<file path="config.mk">
export PLATFORM = sky130hd
export DESIGN_NAME = pocsag_message_encoder_flat
export DESIGN_NICKNAME = d
export VERILOG_FILES = /design/src/pmenc_pkg.sv /design/src/pmenc_chan_if.sv /design/src/pmenc_front.sv /design/src/pmenc_queue.sv /design/src/pmenc_back.sv /design/src/pocsag_message_encoder.sv /design/src/flat_wrapper.sv
export VERILOG_INCLUDE_DIRS = /design/src /design/src/src
export SDC_FILE = /design/constraint.sdc
export NUM_CORES = 1
export LEC_CHECK = 0
export ABC_AREA = 1
export BUFFER_PORTS_ARGS = -buffer_cell sky130_fd_sc_hd__buf_2
export CAP_MARGIN = 40
export CELL_PAD_IN_SITES_DETAIL_PLACEMENT = 0
export CELL_PAD_IN_SITES_GLOBAL_PLACEMENT = 1
export CORE_MARGIN = 3
export CORE_UTILIZATION = 25
export CTS_BUF_LIST = sky130_fd_sc_hd__clkbuf_16
export DETAILED_ROUTE_END_ITERATION = 8
export PLACE_DENSITY_LB_ADDON = 0.2
export SLEW_MARGIN = 40
export SYNTH_ARGS = -nofsm -noshare
export SYNTH_HDL_FRONTEND = slang
export SYNTH_SLANG_ARGS = --single-unit
</file>
<file path="constraint.sdc">
create_clock -name clock -period 4.4 [get_ports clock]
set_input_delay 0.22 -clock clock [delete_from_list [all_inputs] [get_ports clock]]
set_output_delay 0.22 -clock clock [all_outputs]
set_load 0.02 [all_outputs]
</file>
<file path="src/assert_macros.svh">
// Assertion macros used by the top-level RTL file.
// In synthesis builds every macro expands to nothing.
`ifndef ASSERT_MACROS_SVH
`define ASSERT_MACROS_SVH

`ifndef SYNTHESIS

// The condition must hold at every clock edge outside reset.
`define ASSERT_ALWAYS(label, clk, rst, cond) \
   label: assert property (@(posedge clk) disable iff (rst) (cond)) \
      else $error("%m: condition violated");

// The consequent must hold in the cycle after the antecedent.
`define ASSERT_NEXT(label, clk, rst, ante, cons) \
   label: assert property (@(posedge clk) disable iff (rst) (ante) |=> (cons)) \
      else $error("%m: next-cycle check violated");

`else

`define ASSERT_ALWAYS(label, clk, rst, cond)
`define ASSERT_NEXT(label, clk, rst, ante, cons)

`endif

`endif

</file>
<file path="src/pmenc_pkg.sv">
`timescale 1ns / 1ps

package pmenc_pkg;

   // Field widths of the channels.
   localparam int MODE_W     = 2;
   localparam int RIC_W      = 21;
   localparam int FUNC_W     = 2;
   localparam int CHAR_W     = 8;
   localparam int CODEWORD_W = 32;

   // Codeword layout: 21 information bits, 10 check bits, 1 parity bit.
   localparam int INFO_W  = 21;
   localparam int CHECK_W = 10;
   localparam int ACC_W   = 20;
   localparam int FILL_W  = 5;

   // Packing constants.
   localparam int DIGITS_PER_WORD = 5;
   localparam int ASCII_BITS      = 7;
   localparam int ADDR_SHIFT      = 3;

   // Short queue between the front and the back.
   localparam int QUEUE_DEPTH = 4;
   localparam int PTR_W       = $clog2(QUEUE_DEPTH);
   localparam int COUNT_W     = $clog2(QUEUE_DEPTH + 1);

   localparam logic [CODEWORD_W-1:0] BCH_POLY  = 32'hED200000;
   localparam logic [CODEWORD_W-1:0] IDLE_WORD = 32'h7A89C197;
   localparam logic [3:0]            BCD_SPACE = 4'h3;

   // Item modes.
   typedef enum logic [MODE_W-1:0] {
      MODE_START = 2'd0,
      MODE_CHAR  = 2'd1,
      MODE_END   = 2'd2
   } pmenc_mode_type;

   // Function codes.
   localparam logic [FUNC_W-1:0] FUNC_NUMERIC = 2'd0;
   localparam logic [FUNC_W-1:0] FUNC_ALERT1  = 2'd1;
   localparam logic [FUNC_W-1:0] FUNC_ALERT2  = 2'd2;
   localparam logic [FUNC_W-1:0] FUNC_ALPHA   = 2'd3;

   typedef struct packed {
      logic [MODE_W-1:0] mode;
      logic [RIC_W-1:0]  ric;
      logic [FUNC_W-1:0] function_code;
      logic [CHAR_W-1:0] char_byte;
   } pmenc_req_type;

   typedef struct packed {
      logic [CODEWORD_W-1:0] codeword;
      logic                  last;
   } pmenc_rsp_type;

   // One pending codeword: information bits, or the idle word.
   typedef struct packed {
      logic [INFO_W-1:0] info;
      logic              idle;
      logic              last;
   } pmenc_job_type;

   // Up to two codewords pushed by one item.
   typedef struct packed {
      logic [1:0]    count;
      pmenc_job_type job0;
      pmenc_job_type job1;
   } pmenc_push_type;

   // Queue status seen by the front and the back.
   typedef struct packed {
      logic [COUNT_W-1:0] count;
      logic               room;
      logic               nonempty;
   } pmenc_qstat_type;

   // BCH(31,21) check bits of a word whose low 11 bits are zero.
   function automatic logic [CHECK_W-1:0] bch_check(input logic [CODEWORD_W-1:0] word);
      logic [CODEWORD_W-1:0] rem;
      rem = word;
      for (int i = 0; i < INFO_W; i++) begin
         if (rem[CODEWORD_W-1]) begin
            rem = rem ^ BCH_POLY;
         end
         rem = rem << 1;
      end
      return rem[CODEWORD_W-1 -: CHECK_W];
   endfunction

   // Bit-reversed BCD code of a numeric character, with a hit flag on top.
   function automatic logic [4:0] numeric_code(input logic [CHAR_W-1:0] c);
      logic [4:0] result;
      unique case (c)
         "0": result = {1'b1, 4'h0};
         "1": result = {1'b1, 4'h8};
         "2": result = {1'b1, 4'h4};
         "3": result = {1'b1, 4'hC};
         "4": result = {1'b1, 4'h2};
         "5": result = {1'b1, 4'hA};
         "6": result = {1'b1, 4'h6};
         "7": result = {1'b1, 4'hE};
         "8": result = {1'b1, 4'h1};
         "9": result = {1'b1, 4'h9};
         "U": result = {1'b1, 4'hD};
         " ": result = {1'b1, 4'h3};
         "-": result = {1'b1, 4'hB};
         ")": result = {1'b1, 4'h7};
         "(": result = {1'b1, 4'hF};
         default: result = 5'b0;
      endcase
      return result;
   endfunction

endpackage

</file>
<file path="src/pmenc_chan_if.sv">
`timescale 1ns / 1ps

// Valid/ready channel carrying one payload item per handshake.
interface pmenc_chan_if #(
   parameter type payload_type = logic
);
   logic        valid;
   logic        ready;
   payload_type payload;

   modport source (output valid, output payload, input ready);
   modport sink (input valid, input payload, output ready);
endinterface

</file>
<file path="src/pmenc_front.sv">
`timescale 1ns / 1ps

// Front part: holds the message state, packs characters and pushes the
// codewords each item causes into the queue.
module pmenc_front
   import pmenc_pkg::*;
(
   input  logic           clock,
   input  logic           reset,
   input  logic           accept,
   input  pmenc_req_type  req,
   output pmenc_push_type push
);

   logic [ACC_W-1:0]  acc_ff, acc_in;
   logic [FILL_W-1:0] fill_ff, fill_in;
   logic [FUNC_W-1:0] func_ff, func_in;
   logic              odd_ff, odd_in;

   logic [4:0]                lookup;
   logic [ACC_W-1:0]          num_acc;
   logic [ASCII_BITS-1:0]     rev;
   logic [ACC_W+ASCII_BITS-1:0] ext;
   logic [FILL_W-1:0]         sum;
   logic [ACC_W-1:0]          pad;
   pmenc_job_type             msg_job, idle_job, addr_job;

   // Numeric lookup and the digit slot it lands in.
   always_comb begin
      lookup  = numeric_code(req.char_byte);
      num_acc = acc_ff;
      for (int d = 0; d < DIGITS_PER_WORD; d++) begin
         if (fill_ff == FILL_W'(d)) begin
            num_acc[ACC_W-1-4*d -: 4] = acc_ff[ACC_W-1-4*d -: 4] | lookup[3:0];
         end
      end
   end

   // ASCII bits go in LSB first, so the character is reversed before placing.
   always_comb begin
      for (int i = 0; i < ASCII_BITS; i++) begin
         rev[ASCII_BITS-1-i] = req.char_byte[i];
      end
      ext = {acc_ff, ASCII_BITS'(0)}
         | ((ACC_W+ASCII_BITS)'(rev) << (FILL_W'(ACC_W) - fill_ff));
      sum = fill_ff + FILL_W'(ASCII_BITS);
   end

   // BCD spaces for the digit slots still open at the end of a numeric message.
   always_comb begin
      pad = '0;
      for (int i = 0; i < DIGITS_PER_WORD; i++) begin
         if (FILL_W'(i) >= fill_ff) begin
            pad[ACC_W-1-4*i -: 4] = BCD_SPACE;
         end
      end
   end

   // Next state and pushed codewords.
   always_comb begin
      acc_in   = acc_ff;
      fill_in  = fill_ff;
      func_in  = func_ff;
      odd_in   = odd_ff;
      push     = '0;
      addr_job = '{info: {1'b0, req.ric[RIC_W-1:ADDR_SHIFT], req.function_code},
                   idle: 1'b0, last: 1'b0};
      msg_job  = '{info: {1'b1, acc_ff}, idle: 1'b0, last: 1'b0};
      idle_job = '{info: '0, idle: 1'b1, last: 1'b1};
      if (accept) begin
         unique case (req.mode)
            MODE_START: begin
               push.count = 2'd1;
               push.job0  = addr_job;
               acc_in     = '0;
               fill_in    = '0;
               func_in    = req.function_code;
               odd_in     = 1'b1;
            end
            MODE_CHAR: begin
               if (func_ff == FUNC_NUMERIC) begin
                  if (lookup[4] && fill_ff < FILL_W'(DIGITS_PER_WORD)) begin
                     if (fill_ff == FILL_W'(DIGITS_PER_WORD - 1)) begin
                        push.count     = 2'd1;
                        push.job0.info = {1'b1, num_acc};
                        acc_in         = '0;
                        fill_in        = '0;
                        odd_in         = ~odd_ff;
                     end else begin
                        acc_in  = num_acc;
                        fill_in = fill_ff + FILL_W'(1);
                     end
                  end
               end else if (func_ff != FUNC_ALERT1) begin
                  if (sum >= FILL_W'(ACC_W)) begin
                     push.count     = 2'd1;
                     push.job0.info = {1'b1, ext[ACC_W+ASCII_BITS-1:ASCII_BITS]};
                     acc_in         = {ext[ASCII_BITS-1:0], (ACC_W-ASCII_BITS)'(0)};
                     fill_in        = sum - FILL_W'(ACC_W);
                     odd_in         = ~odd_ff;
                  end else begin
                     acc_in  = ext[ACC_W+ASCII_BITS-1:ASCII_BITS];
                     fill_in = sum;
                  end
               end
            end
            MODE_END: begin
               if (func_ff == FUNC_NUMERIC) begin
                  msg_job.info = {1'b1, acc_ff | pad};
               end
               if (fill_ff != '0) begin
                  if (odd_ff) begin
                     // The flush word makes the count even: it closes the message.
                     push.count = 2'd1;
                     push.job0  = msg_job;
                     push.job0.last = 1'b1;
                  end else begin
                     push.count = 2'd2;
                     push.job0  = msg_job;
                     push.job1  = idle_job;
                  end
               end else if (odd_ff) begin
                  push.count = 2'd1;
                  push.job0  = idle_job;
               end
               acc_in  = '0;
               fill_in = '0;
               odd_in  = 1'b0;
            end
            default: begin
            end
         endcase
      end
   end

   always_ff @(posedge clock) begin
      if (reset) begin
         acc_ff  <= '0;
         fill_ff <= '0;
         func_ff <= FUNC_NUMERIC;
         odd_ff  <= 1'b0;
      end else begin
         acc_ff  <= acc_in;
         fill_ff <= fill_in;
         func_ff <= func_in;
         odd_ff  <= odd_in;
      end
   end

endmodule

</file>
<file path="src/pmenc_queue.sv">
`timescale 1ns / 1ps

// Short queue between front and back. It takes up to two entries per cycle
// and gives one.
module pmenc_queue
   import pmenc_pkg::*;
(
   input  logic            clock,
   input  logic            reset,
   input  pmenc_push_type  push,
   input  logic            pop,
   output pmenc_job_type   head,
   output pmenc_qstat_type stat
);

   pmenc_job_type      entry_ff [QUEUE_DEPTH];
   logic [PTR_W-1:0]   wr_ptr_ff, wr_ptr_in;
   logic [PTR_W-1:0]   rd_ptr_ff, rd_ptr_in;
   logic [COUNT_W-1:0] count_ff, count_in;

   // Pointer and fill bookkeeping.
   always_comb begin
      wr_ptr_in = wr_ptr_ff + PTR_W'(push.count);
      rd_ptr_in = rd_ptr_ff + PTR_W'(pop);
      count_in  = count_ff + COUNT_W'(push.count) - COUNT_W'(pop);
   end

   assign head          = entry_ff[rd_ptr_ff];
   assign stat.count    = count_ff;
   assign stat.nonempty = (count_ff != '0);
   assign stat.room     = (count_ff <= COUNT_W'(QUEUE_DEPTH - 2));

   always_ff @(posedge clock) begin
      if (reset) begin
         wr_ptr_ff <= '0;
         rd_ptr_ff <= '0;
         count_ff  <= '0;
      end else begin
         wr_ptr_ff <= wr_ptr_in;
         rd_ptr_ff <= rd_ptr_in;
         count_ff  <= count_in;
      end
   end

   // Entry storage.
   always_ff @(posedge clock) begin
      if (push.count != 2'd0) begin
         entry_ff[wr_ptr_ff] <= push.job0;
      end
      if (push.count == 2'd2) begin
         entry_ff[wr_ptr_ff + PTR_W'(1)] <= push.job1;
      end
   end

endmodule

</file>
<file path="src/pmenc_back.sv">
`timescale 1ns / 1ps

// Back part: adds BCH check bits and parity to the queue head and holds the
// finished codeword in the output register.
module pmenc_back
   import pmenc_pkg::*;
(
   input  logic                clock,
   input  logic                reset,
   input  pmenc_job_type       head,
   input  logic                head_valid,
   output logic                pop,
   pmenc_chan_if.source        rsp
);

   logic [CHECK_W-1:0]    syn_term [INFO_W];
   logic [CHECK_W-1:0]    check;
   logic [CODEWORD_W-1:0] word;
   logic                  valid_ff, valid_in;
   pmenc_rsp_type         out_ff, out_in;

   // The check bits are linear in the data: XOR of one syndrome per set bit.
   for (genvar j = 0; j < INFO_W; j++) begin : g_syn
      localparam logic [CHECK_W-1:0] SYN = bch_check(CODEWORD_W'(1) << (CHECK_W + 1 + j));
      assign syn_term[j] = head.info[j] ? SYN : '0;
   end

   always_comb begin
      check = '0;
      for (int j = 0; j < INFO_W; j++) begin
         check = check ^ syn_term[j];
      end
      word = {head.info, check, ^{head.info, check}};
   end

   // Load a new codeword whenever the output register is free or being taken.
   always_comb begin
      pop      = head_valid && (!valid_ff || rsp.ready);
      valid_in = valid_ff;
      out_in   = out_ff;
      if (!valid_ff || rsp.ready) begin
         valid_in = head_valid;
      end
      if (pop) begin
         out_in.codeword = head.idle ? IDLE_WORD : word;
         out_in.last     = head.last;
      end
   end

   always_ff @(posedge clock) begin
      if (reset) begin
         valid_ff <= 1'b0;
      end else begin
         valid_ff <= valid_in;
      end
   end

   always_ff @(posedge clock) begin
      out_ff <= out_in;
   end

   assign rsp.valid   = valid_ff;
   assign rsp.payload = out_ff;

endmodule

</file>
<file path="src/pocsag_message_encoder.sv">
`timescale 1ns / 1ps
`include "assert_macros.svh"

// POCSAG message encoder. A start item yields the address codeword, character
// items are packed into message codewords under the function of the last start,
// and an end item flushes the open word and adds an idle word when the message
// has an odd number of codewords, marking the last codeword it pushes, if any,
// with last. Items are taken one per cycle while the four-entry queue between
// the packing front and the BCH back has room for two entries; the back sends
// one codeword per cycle while the output is ready, so the flush word and the
// idle word of an end item go out one after the other. A codeword goes from its
// queue entry to the output register, and waits in the queue while the output stalls.
module pocsag_message_encoder
   import pmenc_pkg::*;
(
   input  logic         clock,
   input  logic         reset,
   pmenc_chan_if.sink   req_chan,
   pmenc_chan_if.source rsp_chan
);

   logic            accept;
   logic            start_accept;
   logic            pop;
   pmenc_push_type  push;
   pmenc_job_type   head;
   pmenc_qstat_type q_stat;

   assign req_chan.ready = q_stat.room;
   assign accept         = req_chan.valid && req_chan.ready;
   assign start_accept   = accept && (req_chan.payload.mode == MODE_START);

   pmenc_front u_front (
      .clock  (clock),
      .reset  (reset),
      .accept (accept),
      .req    (req_chan.payload),
      .push   (push)
   );

   pmenc_queue u_queue (
      .clock (clock),
      .reset (reset),
      .push  (push),
      .pop   (pop),
      .head  (head),
      .stat  (q_stat)
   );

   pmenc_back u_back (
      .clock      (clock),
      .reset      (reset),
      .head       (head),
      .head_valid (q_stat.nonempty),
      .pop        (pop),
      .rsp        (rsp_chan)
   );

   // The queue never holds more entries than it has.
   `ASSERT_ALWAYS(a_queue_bound, clock, reset, q_stat.count <= COUNT_W'(QUEUE_DEPTH))

   // Every codeword sent, idle word included, has even parity.
   `ASSERT_ALWAYS(a_even_parity, clock, reset, !rsp_chan.valid || !(^rsp_chan.payload.codeword))

   // An accepted start item always leaves its address codeword queued.
   `ASSERT_NEXT(a_start_queued, clock, reset, start_accept, q_stat.nonempty)

endmodule

</file>
<file path="src/flat_wrapper.sv">
// flat-port wrapper written by rule: the top's interface ports become plain ports
module pocsag_message_encoder_flat import pmenc_pkg::*;
  (clock, reset, req_chan_valid, req_chan_payload, req_chan_ready, rsp_chan_valid, rsp_chan_payload, rsp_chan_ready);
  pmenc_chan_if #(.payload_type(pmenc_req_type)) req_chan_i ();
  pmenc_chan_if #(.payload_type(pmenc_rsp_type)) rsp_chan_i ();
  input  logic clock;
  input  logic reset;
  input wire logic [$bits(req_chan_i.valid)-1:0] req_chan_valid;
  input wire logic [$bits(req_chan_i.payload)-1:0] req_chan_payload;
  output wire logic [$bits(req_chan_i.ready)-1:0] req_chan_ready;
  output wire logic [$bits(rsp_chan_i.valid)-1:0] rsp_chan_valid;
  output wire logic [$bits(rsp_chan_i.payload)-1:0] rsp_chan_payload;
  input wire logic [$bits(rsp_chan_i.ready)-1:0] rsp_chan_ready;
  assign req_chan_i.valid = req_chan_valid;
  assign req_chan_i.payload = req_chan_payload;
  assign req_chan_ready = req_chan_i.ready;
  assign rsp_chan_valid = rsp_chan_i.valid;
  assign rsp_chan_payload = rsp_chan_i.payload;
  assign rsp_chan_i.ready = rsp_chan_ready;
  pocsag_message_encoder u_core (.clock(clock), .reset(reset), .req_chan(req_chan_i), .rsp_chan(rsp_chan_i));
endmodule
</file>
# ---- Word level (Yosys, flattened, before mapping)
# Memories as Yosys holds them, arrays and structs flattened. A register that Yosys moved wholly into a read port is not among the register bits.
# Index checks and enable logic that the tools add are counted.
dict set report word_totals {
  mem_count 1
  ramBits 92
  regBits 69
  out_inout_bits 35
}
dict set report op_classes {
  mux 70
  n_bitwise 28
  reduce_logical 18
  n_addsub 9
  eq_ne 27
  n_shift 1
  magnitude_cmp 8
}
# memory words word_bits rd rd_ports_with_merged_regs write_ports line_no
set memory_table {}
lappend memory_table {u_core.u_queue.entry_ff 4 23 1 1 2 pmenc_queue.sv:16} ;# pmenc_job_type entry_ff [QUEUE_DEPTH];
# op count
set ops {}
lappend ops {{2-to-1 mux 20 bit} 6}
lappend ops {{== test 8 x 6 -> 1 bit (second input constant)} 14}
lappend ops {{2-to-1 mux 10 bit} 11}
lappend ops {{XOR 10 bit} 10}
lappend ops {{2-to-1 mux 22 bit} 4}
lappend ops {{case mux 5 bit (15 select lines)} 1}
lappend ops {{XOR 10 x 9 -> 10 bit} 7}
lappend ops {{2-to-1 mux 23 bit} 3}
lappend ops {{case mux 23 bit (3 select lines)} 1}
lappend ops {{2-to-1 mux 9 bit} 7}
lappend ops {{2-to-1 mux 25 bit} 2}
lappend ops {{2-to-1 mux 48 bit} 1}
lappend ops {{case mux 20 bit (2 select lines)} 1}
lappend ops {{parity 31 bit} 1}
lappend ops {{XOR 10 x 8 -> 10 bit} 3}
lappend ops {{bitwise OR 27 bit} 1}
lappend ops {{<< shifter 7 x 5 -> 27 bit} 1}
lappend ops {{2-to-1 mux 5 bit} 5}
lappend ops {{2-to-1 mux 24 bit} 1}
lappend ops {{2-to-1 mux 8 bit} 3}
lappend ops {{2-to-1 mux 4 bit} 5}
lappend ops {{bitwise OR 20 bit} 1}
lappend ops {{bitwise OR 4 bit} 5}
lappend ops {{2-to-1 mux 2 bit} 8}
lappend ops {{39 further kinds} 59}

# ---- Logic depth before layout (Yosys ltp)
# Gate-level depths: netlist of the first run.
dict set report depth {
  ltp_word 22
  mapped_depth 26
}

# ---- Hierarchy
# A second synthesis of the first run with hierarchy kept.
dict set report hier_totals {
  cells_unflattened 1800
  hier_area_um2 12281.8
}
# module cells_each area_per_inst_um2 n_inst
set by_module_without_submodules {}
lappend by_module_without_submodules {pmenc_queue 558 5328.9 1}
lappend by_module_without_submodules {pmenc_front 744 3910.0 1}
lappend by_module_without_submodules {pmenc_back 496 3035.4 1}
lappend by_module_without_submodules {pocsag_message_encoder 2 7.5 1}

# ---- Worst setup path before layout of the first run
# OpenSTA, ideal clock, no wires.
dict set report synth_path {
  path_type {reg2reg}
  from {register u_core.u_back.valid_ff, in the netlist u_core.u_back.rsp.valid}
  to {register u_core.u_queue.count_ff[2]}
  period_less_slack_ps 3611
  setup_ps 120
  slack_ps 789
  t_required_ps 4280
  stages_incl_launch_ff 11
  arrival_ps 3491
  path_cell_list {dfxtp_1 -> inv_1 -> nor2_1 -> a21oi_1 -> ha_1 -> inv_1 -> ha_1 -> fa_1 -> xor2_1 -> o21ai_0 -> a21oi_1}
}
dict set report synth_between {
  elab_chain_len 4
}
# item line_no
set synth_lines {}
lappend synth_lines {{from (decl)} pmenc_back.sv:19} ;# logic valid_ff, valid_in;
lappend synth_lines {{from (signal assigned)} pmenc_back.sv:54} ;# valid_ff <= valid_in;
lappend synth_lines {{logical NOT 1 bit} pmenc_back.sv:38} ;# pop = head_valid && (!valid_ff || rsp.ready);
lappend synth_lines {{logical OR 1 bit} pmenc_back.sv:38}
lappend synth_lines {{logical AND 1 bit} pmenc_back.sv:38}
lappend synth_lines {{net u_core.pop} pocsag_message_encoder.sv:24} ;# logic pop;
lappend synth_lines {{subtractor 3 x 1 -> 3 bit} pmenc_queue.sv:25} ;# count_in = count_ff + COUNT_W'(push.count) - COUNT_W'(pop);
lappend synth_lines {{to (signal assigned)} pmenc_queue.sv:41} ;# count_ff <= count_in;
lappend synth_lines {{to (decl)} pmenc_queue.sv:19} ;# logic [COUNT_W-1:0] count_ff, count_in;
# The timed path passes the listed nets, and every way through them passes these cells.
# A chain may end at the register's enable or synchronous reset.

==> flow_summary_export.csv, run 1 <==
group,metric,value,unit
status,status,"finished clean",
critical_path,cp_max_fo,21,
route,vias_per_cell,4.74,
cells_and_area,fin_util,29.0,%
clocking,cts_buffers,17,
sta,rsz0062_at_grt,"false",
yosys,synthesis.nets,1783,
sta,layout_min_cycle_time,3.63,ns
power_and_ir_drop,p_total,9330,uW
clocking,cts_setup_buffers,0,
cells_and_area,nets,1828,
route,post-route-drc-count,0,
sta,maxSlewHeadroom,43.6,%
clocking,cts-resized-gates,0,
hold_path,hold_class,"primary input to flop",
floorplanning,die_h,215,um
critical_path,worstSetupStartpointType,"flop",
critical_path,path_class,"flop to flop",
sta,post-route-period-util,82.5,%
yosys,syn_inst,1734,
yosys,syn_area,10900,um^2
clocking,clk_pin_slew_worst_paths,0.07,ns
clocking,cts_hold_buf,0,
route,dr.pass1.iters,5,
sta,setup_tns,0,ns
sta,fin_worst_skew,0.00827,ns
cells_and_area,fill_cells,4810,
cells_and_area,post_route_cells_drive_above_1_share,12.6,%
hold_path,holdCritStartpoint,"req_chan_payload[8]",
route,routedWlPerCell,17.0,um
clocking,cts_buffer_depth,2,
clocking,root_buffer,"clkbuf_16",
yosys,synthArstFlopShare,0,%
cells_and_area,diodes,0,
floorplanning,io_pins,72,
yosys,ys_ff_latch,161,
flow_run,drv_cap,0,
yosys,yosysWarnings,0,
clocking,insertion_delay,0.45,ns
placement,portBuffers,68,
yosys,synth-main-ff-cell,"dfxtp_1",
cells_and_area,syn_to_final_growth,13.0,%
global_routing,gr-total-overflow,0,
clocking,cts_tree,"done",
critical_path,cp-startpoint,"u_core.u_front.fill_ff[1]$_SDFFE_PP0P_",
sta,finalSetupViolCount,0,
power_and_ir_drop,ir_drop,0.431,mV
placement,hpwl,29200,um
critical_path,crit_required,4.59,ns
floorplanning,design.die.area,46000,um^2
route,drt_wl_total,40300,um
cells_and_area,regArea,3630,um^2
placement,place_inst,2337,
clocking,cts_max_level,4,
floorplanning,core_area,42400,um^2
cells_and_area,stdcell_count,2369,
yosys,synth_edf_count,41,
global_routing,grt_pass1_wl,62600,um
global_routing,grt_max_degree,54,
yosys,synth_area_per_cell,6.27,um^2
sta,drv_slew,0,
global_routing,grt_usage,17.4,%
clocking,cts.sink_count,161,
route,ant_nets,0,
global_routing,antenna_found_initial,0,
power_and_ir_drop,p_leak,0.00578,uW
route,initialDrtViolationCount,794,
sta,timing.fmax,276,MHz
route,vias,11200,
yosys,synth_cell_type_count,46,
floorplanning,fp-row-count,75,
sta,finalHoldViolCount,0,
placement,place_congestion,0.891,
critical_path,endpoint_kind,"flop",
yosys,ys_seq_area_share,33.4,%
power_and_ir_drop,power_density,760,nW/um^2
sta,worstMarginPinSlew,0.839,ns
critical_path,crit_arrival,3.82,ns
floorplanning,initial_utilization,25.6,%
global_routing,grt_pass1_vias,10600,
critical_path,r2r-start,"u_core.u_front.fill_ff[1]$_SDFFE_PP0P_",
cells_and_area,multi_input_area,6360,um^2
floorplanning,die_w,215,um
[registers in the layout (all words and copies together) (netlist names)]
| signal | count |
|---|---|
| u_core.u_queue.rd_ptr_ff | 2 |
| u_core.u_front.func_ff | 2 |
| u_core.u_front.fill_ff | 5 |
| u_core.u_queue.wr_ptr_ff | 2 |
| u_core.u_back.rsp.valid | 1 |
| u_core.u_front.acc_ff | 20 |
| u_core.u_queue.count_ff | 3 |
| u_core.u_queue.entry_ff | 92 |
| u_core.u_back.rsp.payload | 33 |
| u_core.u_front.odd_ff | 1 |
[worst paths after layout]
kind | slack, ns | end | cells after the start
setup / recovery | 0.77 | u_core.u_queue.entry_ff[3][0]$_DFFE_PP_ | 20
hold / removal | 0.06 | u_core.u_front.func_ff[0]$_SDFFE_PP0P_ | 3
setup reg to reg | 0.77 | u_core.u_queue.entry_ff[3][0]$_DFFE_PP_ | 20
hold reg to reg | 0.46 | u_core.u_queue.entry_ff[3][18]$_SDFFE_PP0P_ | 2
[cells by family after synthesis]
group | share of synthesized area (%)
AOI/OAI and AO/OA | 12.0
xor gates and xnor gates | 2.15
adders and majority gates | 1.45
buffers and inverters | 8.22
DFF | 33.4
muxes | 0.0921
and+or+nand+nor | 42.6
[metrics by stage]
step | hold slack (ns) | cell area (um^2) | worst slack [ns]
after floorplan | 0.384 | 10900 | 0.789
after global placement | 0.454 | 11700 | 0.829
after detailed placement | 0.456 | 11700 | 0.768
after CTS | 0.0325 | 12300 | 0.762
after global routing | 0.0666 | 12300 | 0.384
final | 0.0639 | 12300 | 0.772
[layout by cell type, fill, tap and decap left out, types with 3 or more instances in the layout]
cell type,Yosys,routed
nor2_2,5,5
o21ai_2,3,3
o21ai_0,73,73
nand2_4,6,6
a21oi_1,62,61
nor3_1,5,5
nor3_2,3,3
buf_2,21,68
a31oi_1,18,18
inv_6,0,3
inv_2,23,22
o22ai_1,26,26
clkbuf_16,0,17
a22oi_1,3,3
nand2_2,52,52
buf_4,12,22
edfxtp_1,41,41
nand2_1,764,764
nand3_2,5,5
o21ai_1,34,34
ha_1,11,11
inv_4,3,5
o21bai_1,4,4
xnor2_1,10,10
inv_1,106,108
a221oi_1,4,4
nor2_1,77,77
dfxtp_1,120,119
nand3_1,180,180
xor2_1,8,8
a32oi_1,3,3
clkinv_1,2,5
[critical path: stages, from the launching register on]
cell     delay [ns]
dfxtp_1        0.47
inv_1          0.14
ha_1           0.27
inv_2          0.10
nand2_1        0.05
nand2_1        0.08
inv_2          0.11
ha_1           0.19
a21oi_1        0.12
nand2_1        0.08
nand2_2        0.15
nor2_1         0.05
buf_4          0.19
o21ai_1        0.24
nand2_1        0.10
nand2_2        0.10
nand2_4        0.08
nand2_2        0.43
inv_4          0.24
nand2_1        0.11
nand2_1        0.05
[cells in the mapped netlist (2+ instances only)]
master       n  area share [%]
inv_2       23            0.79
nor2_4       2            0.21
nor3_2       3            0.28
o21ai_1     34             1.6
inv_1      106             3.7
o21ai_0     73             3.4
nand3_1    180             8.3
a32oi_1      3            0.24
o21bai_1     4            0.28
nand2_4      6            0.62
a22oi_1      3            0.21
nor2_1      77             2.7
o211ai_1     2            0.14
buf_6        8            0.83
xor2_1       8            0.64
o22ai_1     26             1.5
a221oi_1     4            0.32
inv_4        3            0.17
buf_4       12            0.83
a31oi_1     18             1.0
nand2_2     52             3.0
ha_1        11             1.3
xnor2_1     10            0.81
clkbuf_1    23            0.79
edfxtp_1    41              11
nor2_2       5            0.29
buf_2       21            0.97
dfxtp_1    120              22
nor3_1       5            0.23
a21oi_1     62             2.9
xor2_2       2            0.30
clkinv_1     2           0.069
nand4_1      2            0.12
nand3_2      5            0.46
o2111ai_1    2            0.16
nand2_1    764              26
o21ai_2      3            0.24
[power by group]
group | internal [uW] | switching [uW] | leakage, uW
Combinational | 1750 | 4060 | 0.00415
Sequential | 1960 | 105 | 0.00136
Clock | 773 | 687 | 0.000270
[metal layers]
layer	GRT usage [%]	routed length, um	vias to the layer above
met5	0	0	-
li1	-	-	5703
met3	3.16	1920	47
met1	24.4	19700	5210
met2	27.2	17600	269
met4	5.70	1020	0
[area by class of cell]
| class | instances | area share (%) |
|---|---|---|
| Sequential cell | 161 | 29.6 |
| Tap cell | 577 | 5.88 |
| Clock inverter | 15 | 0.947 |
| Multi-Input combinational cell | 1374 | 51.8 |
| Timing Repair Buffer | 90 | 4.11 |
| Clock buffer | 17 | 3.46 |
| Inverter | 135 | 4.26 |
Note: power is estimated with default switching activity, not from simulation.
==> inputs of run 2 (changes only) <==
==> constraint.sdc (replaced) <==
create_clock -name clock -period 3.1 [get_ports clock]
set_input_delay 0.155 -clock clock [delete_from_list [all_inputs] [get_ports clock]]
set_output_delay 0.155 -clock clock [all_outputs]
set_load 0.02 [all_outputs]
==> flow_summary_export.csv, run 2 (synthesis gave the netlist of run 1 again) <==
group,metric,value,unit
clocking,cts_tree,"done",
critical_path,cp_top_family,"simple AND/OR/NAND/NOR gates",
placement,hpwl,29800,um
global_routing,grt_pass1_vias,10800,
critical_path,critPathMaxStageDelay,0.41,ns
floorplanning,design.die.area,46000,um^2
critical_path,cp_slowest_cell,"dfxtp_4",
power_and_ir_drop,p_leak,0.00598,uW
hold_path,holdPathEnd,"u_core.u_back.rsp.valid$_SDFFE_PP0N_",
sta,timing.fmax,345,MHz
route,drt_wl_total,40400,um
critical_path,cpMostUsedCell,"nand2_1",
sta,layout_min_cycle_time,2.90,ns
sta,rsz0062_at_grt,"true",
critical_path,endpoint_kind,"flop",
route,routedWlPerCell,16.8,um
sta,maxSlewHeadroom,46.4,%
global_routing,grt_pass1_wl,63500,um
route,initialDrtViolationCount,787,
placement,place_inst,2373,
sta,fin_worst_skew,0.00996,ns
sta,finalHoldViolCount,0,
global_routing,gr-total-overflow,0,
sta,post-route-period-util,93.4,%
route,vias_per_cell,4.67,
status,status,"finished clean",
clocking,cts_buffers,17,
critical_path,cp.depth,18,
sta,drv_slew,0,
cells_and_area,syn_to_final_growth,16.1,%
cells_and_area,mostFrequentLayoutCell,"nand2_1",
route,ant_nets,0,
global_routing,grt_usage,17.7,%
critical_path,cp_max_fo,53,
hold_path,holdCritStartpoint,"rsp_chan_ready",
critical_path,path_class,"flop to flop",
clocking,insertion_delay,0.48,ns
sta,setup_tns,0,ns
floorplanning,fp-row-count,75,
clocking,cts.sink_count,161,
clocking,clk_pin_slew_worst_paths,0.07,ns
cells_and_area,largest_reg_flops,92,
clocking,cts_max_level,4,
cells_and_area,nets,1869,
cells_and_area,stdcell_count,2410,
clocking,cts_buffer_depth,2,
route,dr.pass1.iters,5,
placement,dp_slack,0.166,ns
cells_and_area,post_route_cells_drive_above_1_share,14.7,%
floorplanning,die_w,215,um
critical_path,worst-path-buf-inv,2,
floorplanning,io_pins,72,
floorplanning,die_h,215,um
placement,place_congestion,0.854,
flow_run,drv_cap,0,
route,post-route-drc-count,0,
sta,setup_ws,0.205,ns
power_and_ir_drop,power_density,1050,nW/um^2
critical_path,rrSetupSlack,0.20,ns
floorplanning,core_area,42400,um^2
critical_path,worstSetupStartpointType,"flop",
clocking,root_buffer,"clkbuf_16",
cells_and_area,top_register,"u_core.u_queue.entry_ff",
route,vias,11200,
cells_and_area,mostFrequentLayoutCells,"nand2_1 (764), nand3_1 (180), dfxtp_1 (117)",
global_routing,grt_max_degree,54,
critical_path,path_cells,"inv_8 > nand2_1 > nand3_2 > nand2_4 > xnor2_1 > nor2_1 > nor2_1 > nand3_1 > nand2_1 > nand2_1 > nand2_1 > inv_1 > nand3_1 > nand2_1 > nand2_1 > nand2_1 > nand2_1 > nand3_1",
critical_path,ff2ff_path_depth,18,
critical_path,crit_arrival,3.10,ns
sta,worstMarginPinSlew,0.798,ns
global_routing,antenna_found_initial,0,
placement,portBuffers,68,
critical_path,crit_required,3.30,ns
floorplanning,initial_utilization,25.6,%
critical_path,reg2reg_to,"u_core.u_back.rsp.payload[1]$_SDFFCE_PP1P_",
hold_path,hold_depth,4,
power_and_ir_drop,ir_drop,0.654,mV
hold_path,hold_class,"primary input to flop",
cells_and_area,diodes,0,
critical_path,r2r-start,"u_core.u_queue.rd_ptr_ff[0]$_SDFF_PP0_",
sta,finalSetupViolCount,0,
run 2: power breakdown:
group,switching [uW],leakage [uW],internal (uW)
Sequential,166,0.00136,2790
Combinational,5740,0.00435,2610
Clock,962,0.000265,1000
Total,6870,0.00598,6390
run 2: layout make-up:
cell class	count	area, um^2
fill	4827	29800
multi-input combinational	1374	6380
sequential	161	3640
timing repair buffer	131	856
tap	577	722
inverter	135	528
clock buffer	17	425
clock inverter	15	81.3
run 2: per-stage QoR:
stage	util, %	power (uW)	hold WS (ns)	cell area (um^2)
2_1_floorplan	-	9210	0.319	10900
3_3_place_gp	28.4	11300	0.454	12100
3_5_place_dp	28.4	11400	0.458	12100
4_1_cts	29.7	13400	0.0382	12600
5_1_grt	29.8	14600	0.0851	12600
6_report	29.8	13300	0.0744	12600
run 2: layer usage:
| layer | share of wire [%] | vias to the layer above | GRT usage [%] |
|---|---|---|---|
| li1 | - | 5778 | - |
| met1 | 49 | 5194 | 24.7 |
| met2 | 44 | 224 | 27.7 |
| met3 | 4.5 | 47 | 3.39 |
| met4 | 2.2 | 0 | 5.50 |
| met5 | 0 | - | 0 |
run 2: what timing repair did:
action	CTS	global route
setup buffers	0	3
endpoints found under the hold margin	2	0
gates resized for setup	0	7
hold buffers	2	0
endpoints found under the setup margin	0	11
run 2: how the worst max path moves through the flow:
stage | startpoint | endpoint | slack (ns)
after global routing | u_core.u_queue.rd_ptr_ff[0]$_SDFF_PP0_ | u_core.u_back.rsp.payload[1]$_SDFFCE_PP1P_ | -0.07
after CTS | u_core.u_queue.rd_ptr_ff[0]$_SDFF_PP0_ | u_core.u_back.rsp.payload[1]$_SDFFCE_PP1P_ | 0.13
after floorplan | u_core.u_front.fill_ff[0]$_SDFFE_PP0P_ | u_core.u_queue.count_ff[2]$_SDFF_PP0_ | 0.02
after global placement | u_core.u_front.fill_ff[0]$_SDFFE_PP0P_ | u_core.u_queue.count_ff[2]$_SDFF_PP0_ | 0.19
final | u_core.u_queue.rd_ptr_ff[0]$_SDFF_PP0_ | u_core.u_back.rsp.payload[1]$_SDFFCE_PP1P_ | 0.20
after detailed placement | u_core.u_queue.rd_ptr_ff[0]$_SDFF_PP0_ | u_core.u_back.rsp.payload[1]$_SDFFCE_PP1P_ | 0.17
run 2: worst reg2reg max path, stage by stage, from the launching register on:
cell	delay, ns
dfxtp_4	0.41
inv_8	0.29
nand2_1	0.12
nand3_2	0.10
nand2_4	0.14
xnor2_1	0.27
nor2_1	0.06
nor2_1	0.34
nand3_1	0.12
nand2_1	0.14
nand2_1	0.06
nand2_1	0.15
inv_1	0.08
nand3_1	0.07
nand2_1	0.05
nand2_1	0.08
nand2_1	0.05
nand2_1	0.05
nand3_1	0.06
